===== config.mk =====
export PLATFORM = sky130hd
export DESIGN_NAME = query_string_field_splitter_core
export DESIGN_NICKNAME = d
export VERILOG_FILES = /design/src/design/qsfs_pkg.sv /design/src/design/qsfs_front.sv /design/src/design/qsfs_back.sv /design/src/design/query_string_field_splitter_core.sv
export SDC_FILE = /design/constraint.sdc
export NUM_CORES = 1
export LEC_CHECK = 0
export ABC_AREA = 1
export BUFFER_PORTS_ARGS = -buffer_cell sky130_fd_sc_hd__buf_2
export CORE_ASPECT_RATIO = 0.6
export CORE_MARGIN = 5
export CORE_UTILIZATION = 61
export DETAILED_ROUTE_END_ITERATION = 12
export PLACE_DENSITY = 0.87
export SLEW_MARGIN = 20
export SYNTH_ARGS = -nofsm -noshare
export SYNTH_HDL_FRONTEND = slang
export SYNTH_HIERARCHICAL = 1
export SYNTH_SLANG_ARGS = --single-unit

===== constraint.sdc =====
create_clock -name clock -period 10 [get_ports clock]
set_input_delay 2 -clock clock [delete_from_list [all_inputs] [get_ports clock]]
set_output_delay 2 -clock clock [all_outputs]
set_load 0.01 [all_outputs]

===== src/design/qsfs_pkg.sv =====
// Package for the query string field splitter.
// Holds the word types, widths, byte codes and queue sizes that the modules share.
// Depends on nothing.
package qsfs_pkg;

   // Limits of one query.
   localparam int MAX_FIELDS      = 32;
   localparam int MAX_QUERY_BYTES = 4096;
   localparam int POS_W           = $clog2(MAX_QUERY_BYTES + 1);

   // Field widths of the words on the ports.
   localparam int LIMIT_W     = 6;
   localparam int FIELD_IDX_W = 5;
   localparam int OFFSET_W    = 12;
   localparam int LENGTH_W    = 13;
   localparam int TOTAL_W     = 6;

   localparam logic [LIMIT_W-1:0] LIMIT_RESET = LIMIT_W'(32);

   // Byte codes that steer the parser.
   localparam logic [7:0] CHR_NUL    = 8'h00;
   localparam logic [7:0] CHR_LF     = 8'h0A;
   localparam logic [7:0] CHR_CR     = 8'h0D;
   localparam logic [7:0] CHR_AMP    = 8'h26;
   localparam logic [7:0] CHR_EQUALS = 8'h3D;

   // Byte classes handed from the front to the back.
   localparam int CLS_W = 2;
   localparam logic [CLS_W-1:0] CLS_OTHER  = 2'd0;
   localparam logic [CLS_W-1:0] CLS_EQUALS = 2'd1;
   localparam logic [CLS_W-1:0] CLS_AMP    = 2'd2;
   localparam logic [CLS_W-1:0] CLS_TERM   = 2'd3;

   // Queue sizes.
   localparam int CMD_DEPTH = 4;
   localparam int CMD_PTR_W = $clog2(CMD_DEPTH);
   localparam int CMD_CNT_W = CMD_PTR_W + 1;
   localparam int RSP_DEPTH = 2;
   localparam int RSP_PTR_W = $clog2(RSP_DEPTH);
   localparam int RSP_CNT_W = RSP_PTR_W + 1;

   typedef struct packed {
      logic [7:0] data_byte;
      logic       is_last;
   } req_word_type;

   typedef struct packed {
      logic                   field_valid;
      logic [FIELD_IDX_W-1:0] field_index;
      logic [OFFSET_W-1:0]    name_offset;
      logic [LENGTH_W-1:0]    name_length;
      logic                   has_value;
      logic [OFFSET_W-1:0]    value_offset;
      logic [LENGTH_W-1:0]    value_length;
      logic                   end_of_query;
      logic [TOTAL_W-1:0]     total_fields;
      logic                   overflow;
   } rsp_word_type;

   // A classified byte as it waits between front and back.
   typedef struct packed {
      logic [CLS_W-1:0] cls;
      logic             is_last;
   } cmd_type;

   // Map a raw byte onto its parser class.
   function automatic logic [CLS_W-1:0] classify(input logic [7:0] b);
      logic [CLS_W-1:0] c;
      if (b == CHR_NUL || b == CHR_LF || b == CHR_CR) begin
         c = CLS_TERM;
      end else if (b == CHR_EQUALS) begin
         c = CLS_EQUALS;
      end else if (b == CHR_AMP) begin
         c = CLS_AMP;
      end else begin
         c = CLS_OTHER;
      end
      return c;
   endfunction

endpackage


===== src/design/qsfs_front.sv =====
// Front end of the query string field splitter.
// Accepts raw bytes, classifies them and keeps them in a short command queue.
// Depends on qsfs_pkg.
module qsfs_front (
   input  logic                  clock,
   input  logic                  reset,
   input  logic                  req_push,
   output logic                  req_full,
   input  qsfs_pkg::req_word_type req_word,
   output logic                  cmd_valid,
   output qsfs_pkg::cmd_type     cmd_word,
   input  logic                  cmd_pop
);
   import qsfs_pkg::*;

   cmd_type              cmd_mem [CMD_DEPTH];
   logic [CMD_PTR_W-1:0] wr_ptr_ff, wr_ptr_in;
   logic [CMD_PTR_W-1:0] rd_ptr_ff, rd_ptr_in;
   logic [CMD_CNT_W-1:0] count_ff, count_in;
   logic                 push;
   cmd_type              new_cmd;

   // A word is taken whenever the queue has a free slot.
   assign req_full  = (count_ff == CMD_CNT_W'(CMD_DEPTH));
   assign push      = req_push && !req_full;
   assign cmd_valid = (count_ff != '0);
   assign cmd_word  = cmd_mem[rd_ptr_ff];

   // Classify the incoming byte on its way into the queue.
   always_comb begin
      new_cmd.cls     = classify(req_word.data_byte);
      new_cmd.is_last = req_word.is_last;
   end

   // Pointer and fill count updates.
   always_comb begin
      wr_ptr_in = push ? wr_ptr_ff + 1'b1 : wr_ptr_ff;
      rd_ptr_in = cmd_pop ? rd_ptr_ff + 1'b1 : rd_ptr_ff;
      count_in  = count_ff + CMD_CNT_W'(push) - CMD_CNT_W'(cmd_pop);
   end

   always_ff @(posedge clock) begin
      if (reset) begin
         wr_ptr_ff <= '0;
         rd_ptr_ff <= '0;
         count_ff  <= '0;
      end else begin
         wr_ptr_ff <= wr_ptr_in;
         rd_ptr_ff <= rd_ptr_in;
         count_ff  <= count_in;
      end
   end

   // Queue storage needs no reset.
   always_ff @(posedge clock) begin
      if (push) begin
         cmd_mem[wr_ptr_ff] <= new_cmd;
      end
   end

endmodule


===== src/design/qsfs_back.sv =====
// Back end of the query string field splitter.
// Runs the parse state per classified byte, builds result words and queues them.
// Depends on qsfs_pkg.
module qsfs_back (
   input  logic                          clock,
   input  logic                          reset,
   input  logic                          csr_we,
   input  logic [qsfs_pkg::LIMIT_W-1:0]  csr_wdata,
   input  logic                          cmd_valid,
   input  qsfs_pkg::cmd_type             cmd_word,
   output logic                          cmd_pop,
   output logic                          rsp_empty,
   input  logic                          rsp_pop,
   output qsfs_pkg::rsp_word_type        rsp_word
);
   import qsfs_pkg::*;

   localparam logic [1:0] PH_IDLE  = 2'd0;
   localparam logic [1:0] PH_NAME  = 2'd1;
   localparam logic [1:0] PH_VALUE = 2'd2;
   localparam logic [1:0] PH_DONE  = 2'd3;

   // Parse state.
   logic [1:0]         phase_ff, phase_in;
   logic [POS_W-1:0]   pos_ff, pos_in;
   logic [POS_W-1:0]   name_start_ff, name_start_in;
   logic [POS_W-1:0]   name_bytes_ff, name_bytes_in;
   logic [POS_W-1:0]   value_start_ff, value_start_in;
   logic [TOTAL_W-1:0] fields_ff, fields_in;
   logic               overflow_ff, overflow_in;
   logic [LIMIT_W-1:0] limit_ff;

   // Step logic.
   logic [1:0]         ph_open;
   logic               in_range;
   logic               want_now, value_now;
   logic               want_end, value_end;
   logic               want, is_value, rec_ok, emit, fire;
   logic [LIMIT_W-1:0] limit_act;
   logic [POS_W-1:0]   sel_end, sel_ns, sel_nb, sel_vs;
   logic [POS_W-1:0]   name_len, value_len;
   rsp_word_type       new_rsp;

   // Result queue.
   rsp_word_type         rsp_mem [RSP_DEPTH];
   logic [RSP_PTR_W-1:0] wr_ptr_ff, rd_ptr_ff;
   logic [RSP_CNT_W-1:0] count_ff, count_in;
   logic                 rsp_full, rsp_push, rsp_take;

   assign rsp_full  = (count_ff == RSP_CNT_W'(RSP_DEPTH));
   assign rsp_empty = (count_ff == '0);
   assign rsp_take  = rsp_pop && !rsp_empty;
   assign rsp_word  = rsp_mem[rd_ptr_ff];

   // A byte is carried out when the result queue could take a word.
   assign fire     = cmd_valid && (!rsp_full || rsp_take);
   assign cmd_pop  = fire;
   assign rsp_push = fire && emit;

   // Limits above the field table size act as the table size.
   assign limit_act = (limit_ff > LIMIT_W'(MAX_FIELDS)) ? LIMIT_W'(MAX_FIELDS) : limit_ff;

   // Next parse state for the byte at the head of the command queue.
   always_comb begin
      in_range       = (pos_ff < POS_W'(MAX_QUERY_BYTES));
      ph_open        = (phase_ff == PH_IDLE) ? PH_NAME : phase_ff;
      phase_in       = phase_ff;
      pos_in         = pos_ff;
      name_start_in  = name_start_ff;
      name_bytes_in  = name_bytes_ff;
      value_start_in = value_start_ff;
      want_now       = 1'b0;
      value_now      = 1'b0;
      if (in_range) begin
         pos_in = pos_ff + 1'b1;
         if (phase_ff != PH_DONE) begin
            unique case (cmd_word.cls)
               CLS_TERM: begin
                  want_now  = (phase_ff == PH_NAME) || (phase_ff == PH_VALUE);
                  value_now = (phase_ff == PH_VALUE);
                  phase_in  = PH_DONE;
               end
               CLS_EQUALS: begin
                  if (ph_open == PH_NAME) begin
                     name_bytes_in  = pos_ff - name_start_ff;
                     value_start_in = pos_ff + 1'b1;
                     phase_in       = PH_VALUE;
                  end else begin
                     phase_in = ph_open;
                  end
               end
               CLS_AMP: begin
                  want_now      = 1'b1;
                  value_now     = (ph_open == PH_VALUE);
                  name_start_in = pos_ff + 1'b1;
                  phase_in      = PH_NAME;
               end
               CLS_OTHER: begin
                  phase_in = ph_open;
               end
            endcase
         end
      end
   end

   // At the last byte an open field closes, but a field with an empty name and no value does not count.
   always_comb begin
      want_end  = cmd_word.is_last && !want_now &&
                  (((phase_in == PH_NAME) && (pos_in > name_start_in)) ||
                   (phase_in == PH_VALUE));
      value_end = (phase_in == PH_VALUE);
   end

   // Pick the operands of the field being closed and work out its lengths.
   always_comb begin
      if (want_now) begin
         sel_end  = pos_ff;
         sel_ns   = name_start_ff;
         sel_nb   = name_bytes_ff;
         sel_vs   = value_start_ff;
         is_value = value_now;
      end else begin
         sel_end  = pos_in;
         sel_ns   = name_start_in;
         sel_nb   = name_bytes_in;
         sel_vs   = value_start_in;
         is_value = value_end;
      end
      want      = want_now || want_end;
      rec_ok    = want && (fields_ff < limit_act);
      name_len  = is_value ? sel_nb : sel_end - sel_ns;
      value_len = sel_end - sel_vs;
      emit      = rec_ok || cmd_word.is_last;
      fields_in = fields_ff + TOTAL_W'(rec_ok);
      overflow_in = overflow_ff || !in_range || (want && !rec_ok);
   end

   // Build the result word; unused fields read as zero.
   always_comb begin
      new_rsp              = '0;
      new_rsp.field_valid  = rec_ok;
      new_rsp.end_of_query = cmd_word.is_last;
      new_rsp.total_fields = fields_in;
      new_rsp.overflow     = overflow_in;
      if (rec_ok) begin
         new_rsp.field_index = fields_ff[FIELD_IDX_W-1:0];
         new_rsp.name_offset = sel_ns[OFFSET_W-1:0];
         new_rsp.name_length = LENGTH_W'(name_len);
         if (is_value) begin
            new_rsp.has_value    = 1'b1;
            new_rsp.value_offset = sel_vs[OFFSET_W-1:0];
            new_rsp.value_length = LENGTH_W'(value_len);
         end
      end
   end

   // Parse state and limit register. The last byte clears the query.
   always_ff @(posedge clock) begin
      if (reset) begin
         phase_ff       <= PH_IDLE;
         pos_ff         <= '0;
         name_start_ff  <= '0;
         name_bytes_ff  <= '0;
         value_start_ff <= '0;
         fields_ff      <= '0;
         overflow_ff    <= 1'b0;
         limit_ff       <= LIMIT_RESET;
      end else begin
         if (csr_we) begin
            limit_ff <= csr_wdata;
         end
         if (fire) begin
            if (cmd_word.is_last) begin
               phase_ff       <= PH_IDLE;
               pos_ff         <= '0;
               name_start_ff  <= '0;
               name_bytes_ff  <= '0;
               value_start_ff <= '0;
               fields_ff      <= '0;
               overflow_ff    <= 1'b0;
            end else begin
               phase_ff       <= phase_in;
               pos_ff         <= pos_in;
               name_start_ff  <= name_start_in;
               name_bytes_ff  <= name_bytes_in;
               value_start_ff <= value_start_in;
               fields_ff      <= fields_in;
               overflow_ff    <= overflow_in;
            end
         end
      end
   end

   // Result queue pointers and fill count.
   assign count_in = count_ff + RSP_CNT_W'(rsp_push) - RSP_CNT_W'(rsp_take);

   always_ff @(posedge clock) begin
      if (reset) begin
         wr_ptr_ff <= '0;
         rd_ptr_ff <= '0;
         count_ff  <= '0;
      end else begin
         if (rsp_push) begin
            wr_ptr_ff <= wr_ptr_ff + 1'b1;
         end
         if (rsp_take) begin
            rd_ptr_ff <= rd_ptr_ff + 1'b1;
         end
         count_ff <= count_in;
      end
   end

   // Result storage needs no reset.
   always_ff @(posedge clock) begin
      if (rsp_push) begin
         rsp_mem[wr_ptr_ff] <= new_rsp;
      end
   end

endmodule


===== src/design/query_string_field_splitter_core.sv =====
// Top level of the query string field splitter.
// Connects the classifying front end and the parsing back end; depends on qsfs_pkg,
// qsfs_front and qsfs_back.
//
// Usage:
// The byte channel is a queue input: a word (data_byte, is_last) is taken at a clock
// edge where req_push is high and req_full is low. The result channel is a queue
// output: the oldest result word sits on rsp_word while rsp_empty is low and leaves
// at an edge where rsp_pop is high. A byte gives one result word when it closes a
// field within the limit or when it is the last byte of the query.
// csr_we writes csr_wdata into the field limit; write it only while the block is idle.
// A byte is first registered in the command queue; its result word is then registered
// in the result queue and shows on rsp_word from there.
// Throughput: one byte per cycle while the result queue has room or is being popped,
// set by the parse state update in the back end. A four-entry command queue sits
// between front and back, and a two-entry result queue sits at the output, so the
// input keeps flowing while a result waits. When the receiver stalls, the result
// queue fills, then the command queue, and req_full rises; no word is lost.
// Reset clears both queues and the parse state and sets the field limit to 32.
module query_string_field_splitter_core (
   input  logic                          clock,
   input  logic                          reset,
   input  logic                          req_push,
   output logic                          req_full,
   input  qsfs_pkg::req_word_type        req_word,
   output logic                          rsp_empty,
   input  logic                          rsp_pop,
   output qsfs_pkg::rsp_word_type        rsp_word,
   input  logic                          csr_we,
   input  logic [qsfs_pkg::LIMIT_W-1:0]  csr_wdata
);
   import qsfs_pkg::*;

   logic    cmd_valid;
   logic    cmd_pop;
   cmd_type cmd_word;

   // Classify and buffer incoming bytes.
   qsfs_front u_front (
      .clock     (clock),
      .reset     (reset),
      .req_push  (req_push),
      .req_full  (req_full),
      .req_word  (req_word),
      .cmd_valid (cmd_valid),
      .cmd_word  (cmd_word),
      .cmd_pop   (cmd_pop)
   );

   // Parse the classified bytes and queue the results.
   qsfs_back u_back (
      .clock     (clock),
      .reset     (reset),
      .csr_we    (csr_we),
      .csr_wdata (csr_wdata),
      .cmd_valid (cmd_valid),
      .cmd_word  (cmd_word),
      .cmd_pop   (cmd_pop),
      .rsp_empty (rsp_empty),
      .rsp_pop   (rsp_pop),
      .rsp_word  (rsp_word)
   );

endmodule


==> results.cfg, run 1 <==
[place]
numPortBuffers = 86
dp_hpwl_um = 21000
place_congestion = 0.986
placed_area_mm2 = 0.0128
dp_cells = 1689

[yosys]
syn_area_mm2 = 0.0121
yosys_warnings = 6
ys_seq_area_share_pct = 48.5
synth-async-reset-ratio_pct = 0
synth_area_per_cell_um2 = 8.90
synth_cell_types = 49
yosysTopAreaCell = edfxtp_1
netlist_top_cells_area = edfxtp_1 (35%), dfxtp_1 (13%), nand2_1 (9.8%)
yosys_register_bits = 223
yosysTopAreaCellShare_pct = 35.1
synth_common_cells = nand2_1 (317), edfxtp_1 (142), inv_1 (139)
synthesis.nets = 1460
synth_ff_type = edfxtp_1
synthCells = 1365
synth.most_common_cell = nand2_1
synth_edf_count = 142

[power]
leakage_uw = 0.00571
power_uw = 5050
powerDensity_mw_per_mm2 = 374
ir_worst_vdd_mv = 0.302

[grt]
grt_busiest_layer = met1
use_met1_pct = 38.8
grt_max_degree = 69
grt_use_met3_pct = 5.24
grt_pass1_wl_um = 47100
grt-ovfl-total = 0
grt_usage_pct = 25.5
antenna_found_initial = 0
met2_usage_pct = 38.4
grt_pass1_vias = 9037

[layout]
stdcell_area_mm2 = 0.0135
fillers = 1511
layout.nets = 1534
finalNonFillerCells = 1726
syn2layout_area_growth_pct = 11.3
antenna_cells = 0
layout-drive-gt1-share_pct = 15.8

[sta]
hold_viol = 0
clock_skew_ns = 0.0246
finalMaxSlewViolations = 0
rsz0062_at_grt = no
setup-violations-final = 0
worst_slew_pin_slew_ns = 1.03
post-route-min-period_ns = 4.69
fmax_ghz = 0.213
period_share_pct = 46.9
fin_tns_setup_ns = 0
holdWs_ns = 0.451
slew_headroom_pct = 30.8

[worst_setup_path]
slowest_delay_ns = 0.48
critPathMaxFanout = 7
cp_num_cells = 27
ff2ff_path_depth = 27
cp-start-kind = flip-flop
crit_slowest_cell = dfxtp_1
cp_data_required_time_ns = 10.44
end_kind = flip-flop
cp_top_family = simple AND/OR/NAND/NOR gates
crit_top_cell = nand2_1
crit_type = reg -> reg
reg2reg_slack_ns = 5.31
cp_num_buf_inv = 1
cp.arrival_ns = 5.13

[floorplan]
io_pins = 87
start_util_pct = 61.4
die_w_um = 192
num_rows = 40
die_y_um = 119
coreArea_mm2 = 0.0198
die_area_mm2 = 0.0229

[clock_tree]
numCtsBuffers = 21
clockRootBuffer = clkbuf_16
clock_sink_count = 223
cts_setup_buffers = 0
clk_pin_slew_ns = 0.07
worst_skew_pair.late_latency_ns = 0.52
cts_hold_buf = 0
cts_tree = yes
ctsResizeCount = 0
cts_buffer_depth = 3
htree_levels = 1

[run_status]
outcome = finished clean

[route]
vias_per_cell = 5.69
first_pass_iters = 6
post-route-drc-count = 0
ant_nets = 0
routedWlPerCell_um = 17.3
wl_um = 29900
via_count = 9824
drt_iter0_drc = 1279

[flow_run]
cap_violations = 0

[min_path]
hp-class = reg -> reg
min_path_cells = 1
## routing by layer
metal	vias up	share of wire, %
met5	-	0
met4	0	1.6
met3	47	11
met2	517	42
met1	4551	45
li1	4709	-
## kinds of logic (layout without fill, tap and decap cells)
kind of cell	Yosys count	count (layout)	synth area share, %
and+or+nand+nor	552	552	18.8
DFF	223	223	48.5
AOI/OAI and AO/OA	218	218	9.69
buffers and inverters	196	284	6.44
adders and majority gates	75	75	7.97
muxes	66	66	6.11
xor gates and xnor gates	35	35	2.52
## metrics by stage
| stage | util (%) | setup WS, ns |
|---|---|---|
| after floorplan | - | 4.35 |
| after detailed placement | 64.7 | 5.34 |
| final | 68.4 | 5.31 |
| after global routing | 68.4 | 5.00 |
| after CTS | 68.4 | 5.44 |
| after global placement | 64.7 | 5.38 |
## path summary, 6_finish.rpt
| check | startpoint | endpoint |
|---|---|---|
| worst max-delay path | u_back/pos_ff[1] | u_back/fields_ff[5] |
| worst max register to register | u_back/pos_ff[1] | u_back/fields_ff[5] |
| worst min-delay path | u_back/rd_ptr_ff | flip-flop |
| worst min register to register | u_back/rd_ptr_ff | flip-flop |
## final cells by class
class	instances	area [um2]	share of cell area [%]
Tap cell	273	342	2.53
Clock inverter	8	93.8	0.694
Clock buffer	29	628	4.65
Sequential cell	223	5890	43.5
Timing Repair Buffer	95	498	3.68
Inverter	152	573	4.24
Multi-Input combinational cell	946	5500	40.7
## flip-flops by register name (all words and copies together) (netlist names), named ones only
name,count
u_back/rsp_mem,130
u_back/name_bytes_ff,13
u_back/name_start_ff,13
u_back/pos_ff,13
u_back/value_start_ff,13
u_front/cmd_mem,12
u_back/fields_ff,6
u_back/limit_ff,6
u_front/count_ff,3
u_back/count_ff,2
u_back/phase_ff,2
u_front/rd_ptr_ff,2
u_front/wr_ptr_ff,2
u_back/overflow_ff,1
u_back/rd_ptr_ff,1
u_back/wr_ptr_ff,1
## cell usage in the layout (no fill, tap or decap), types with 2 or more instances in the layout
master / n
nand3_1: 56
edfxtp_1: 142
o21bai_1: 5
and2_1: 2
clkbuf_16: 23
o21ai_1: 15
nand2_2: 3
nand3b_1: 3
o21ai_0: 69
mux2_2: 65
a21oi_1: 98
o21a_1: 4
nand2_1: 316
ha_1: 71
a2bb2oi_1: 5
buf_4: 9
bufinv_16: 2
dfxtp_1: 80
nor2_1: 132
nor2_4: 3
or2_2: 8
buf_2: 86
clkbuf_8: 3
o211ai_1: 3
clkinv_2: 5
fa_1: 4
nand4_1: 7
clkinv_1: 2
xor2_1: 22
or2_1: 3
nor3_1: 12
a31oi_1: 4
o22ai_1: 9
clkbuf_1: 3
inv_2: 11
nor3_2: 2
xnor2_1: 13
inv_1: 138
## power breakdown
group          internal [uW]  leakage [uW]  switching [uW]  total, uW
Sequential              1370       0.00201             106       1480
Clock                    492      0.000361             343        834
Combinational            911       0.00334            1830       2740
(Power assumes the default switching activity.)
==> inputs of run 2 (changes only) <==
CORE_UTILIZATION = 55   (was 61)
PLACE_DENSITY = 0.83   (was 0.87)
clock period = 4 ns   (was 10 ns; I/O delays follow)
==> run 2 against run 1 <==
Against the previous run:
- sequential power grew 150%
- routed wire length is 5.0% higher
- worst setup slack got worse by 5.2 ns
- critical path depth unchanged
- cell count increased by 2.4%
- combinational power rose to 2.7 times the previous value
- critical path type unchanged
- clock power is 150% higher
- register-to-register slack got worse by 5.2 ns
- first-iteration DRC count down 30%
- clock skew shrank 0.012 ns
- hold slack worse by 0.0038 ns
- sequential cell count did not move
==> results.cfg, run 2 (synthesis gave the netlist of run 1 again) <==
[layout]
fillers = 1804
largest_reg_flops = 130
largest_register = u_back/rsp_mem
final_cell_mix = nand2_1 (312), edfxtp_1 (142), inv_1 (137)
layout.cells.most_common = nand2_1
regArea_mm2 = 0.00589
antenna_cells = 0
syn2layout_area_growth_pct = 14.2
multi_input_area_mm2 = 0.00564
layout.nets = 1560
finalNonFillerCells = 1767
layout-drive-gt1-share_pct = 18.8
stdcell_area_mm2 = 0.0139

[route]
routedWlPerCell_um = 17.8
wl_um = 31400
first_pass_iters = 7
vias_per_cell = 5.55
post-route-drc-count = 0
ant_nets = 0
via_count = 9811
drt_iter0_drc = 896

[sta]
period_share_pct = 96.1
worst_slew_pin_slew_ns = 0.938
hold_viol = 0
setup-violations-final = 0
post-route-min-period_ns = 3.84
finalMaxSlewViolations = 0
clock_skew_ns = 0.0124
fmax_ghz = 0.260
fin_ws_ns = 0.158
slew_headroom_pct = 37.5
fin_tns_setup_ns = 0

[grt]
grt-ovfl-total = 0
grt_pass1_wl_um = 49300
grt_max_degree = 66
grt_pass1_vias = 9269
antenna_found_initial = 0
grt_usage_pct = 23.9

[floorplan]
num_rows = 42
io_pins = 87
coreArea_mm2 = 0.0219
die_y_um = 125
start_util_pct = 55.6
die_area_mm2 = 0.0253
die_w_um = 202

[worst_setup_path]
cp.arrival_ns = 4.28
crit_end = u_back/fields_ff[5]
ff2ff_path_depth = 27
reg2reg_slack_ns = 0.16
cp-start-kind = flip-flop
crit_type = reg -> reg
rr_startpoint = u_back/pos_ff[0]
critPathMaxFanout = 5
cp_data_required_time_ns = 4.44
worstSetupStartpoint = u_back/pos_ff[0]
r2r_end = u_back/fields_ff[5]
end_kind = flip-flop

[clock_tree]
clockRootBuffer = clkbuf_16
cts_hold_buf = 0
htree_levels = 1
clk_pin_slew_ns = 0.07
cts_tree = yes
worst_skew_pair.late_latency_ns = 0.52
clock_sink_count = 223
cts_buffer_depth = 3
numCtsBuffers = 22

[power]
leakage_uw = 0.00584
powerDensity_mw_per_mm2 = 937
ir_worst_vdd_mv = 0.518
power_uw = 13000

[place]
dp_hpwl_um = 22400
placed_area_mm2 = 0.0130
place_congestion = 0.991
pre_cts_slack_ns = -0.0241
dp_cells = 1723
numPortBuffers = 86

[flow_run]
cap_violations = 0

[run_status]
outcome = finished clean

[min_path]
hp-class = reg -> reg
==> run 2: cell count changes in the layout (fill, tap and decap cells not counted), moves of 3 or more <==
cell     previous run  this run
nor2_2              1         4
nand2_2             3         6
ha_1               71        66
nand2_1           316       312
nor2_1            132       128
ha_4                0         5
buf_4               9        33
==> run 2: stage by stage <==
step / hold slack, ns / utilization (%)
3_5_place_dp: 0.432 / 59.4
4_1_cts: 0.443 / 62.7
6_report: 0.447 / 63.5
5_1_grt: 0.478 / 63.5
3_3_place_gp: 0.423 / 59.4
2_1_floorplan: 0.412 / -
==> run 2: final cells by class <==
class,count,area share (%)
well taps,286,2.58
clock buffers,28,4.35
inverters,152,4.13
flip-flops and latches,223,42.5
multi-input cells,946,40.7
repair buffers,120,5.03
clock inverters,12,0.776
==> run 2: worst min path at each step <==
stage | startpoint | endpoint | cells after the start
6_report | u_back/rd_ptr_ff | flip-flop | 1
5_1_grt | u_back/rd_ptr_ff | u_back/rd_ptr_ff | 1
4_1_cts | u_back/rd_ptr_ff | flip-flop | 1
3_5_place_dp | u_back/rd_ptr_ff | flip-flop | 1
3_3_place_gp | u_front/rd_ptr_ff[1] | flip-flop | 1
2_1_floorplan | u_front/rd_ptr_ff[1] | flip-flop | 1
==> run 2: metal layers <==
layer  track usage, %  vias up  share of wire (%)
met5                0        -                  0
met4             4.22        0                1.6
met3             5.46       44                 10
met2             35.4      423                 43
met1             36.4     4579                 45
li1                 -     4765                  -
==> run 2: power by group <==
part	switching (uW)	leakage [uW]	internal (uW)	total, uW
clock	901	0.000355	1140	2050
combinational	4750	0.00348	2520	7270
sequential	260	0.00201	3430	3690
total	5910	0.00584	7100	13000
==> run 2: worst max-delay path, stage by stage (launching register included) <==
cell	delay (ns)
dfxtp_4	0.38
ha_4	0.15
nand2_2	0.07
nor2_2	0.15
nand4_1	0.13
nor2_2	0.20
nand2_2	0.08
inv_2	0.08
nand3_4	0.07
ha_4	0.29
mux2i_2	0.08
ha_1	0.32
nand2_2	0.08
nor2_4	0.10
nand2_1	0.05
nor2_1	0.10
nand2_1	0.06
nand2_1	0.07
nand2_1	0.07
nand2_2	0.10
nand2_4	0.07
nor2_8	0.10
ha_4	0.17
nand3_1	0.09
nor3_2	0.21
xor2_1	0.24
nand2_1	0.08
a21oi_1	0.15
==> run 2: repair_timing <==
action,4_1_cts,5_1_grt
setup buffers,0,4
gates resized for setup,1,31
endpoints found under the setup margin,2,125
pin swaps,0,12
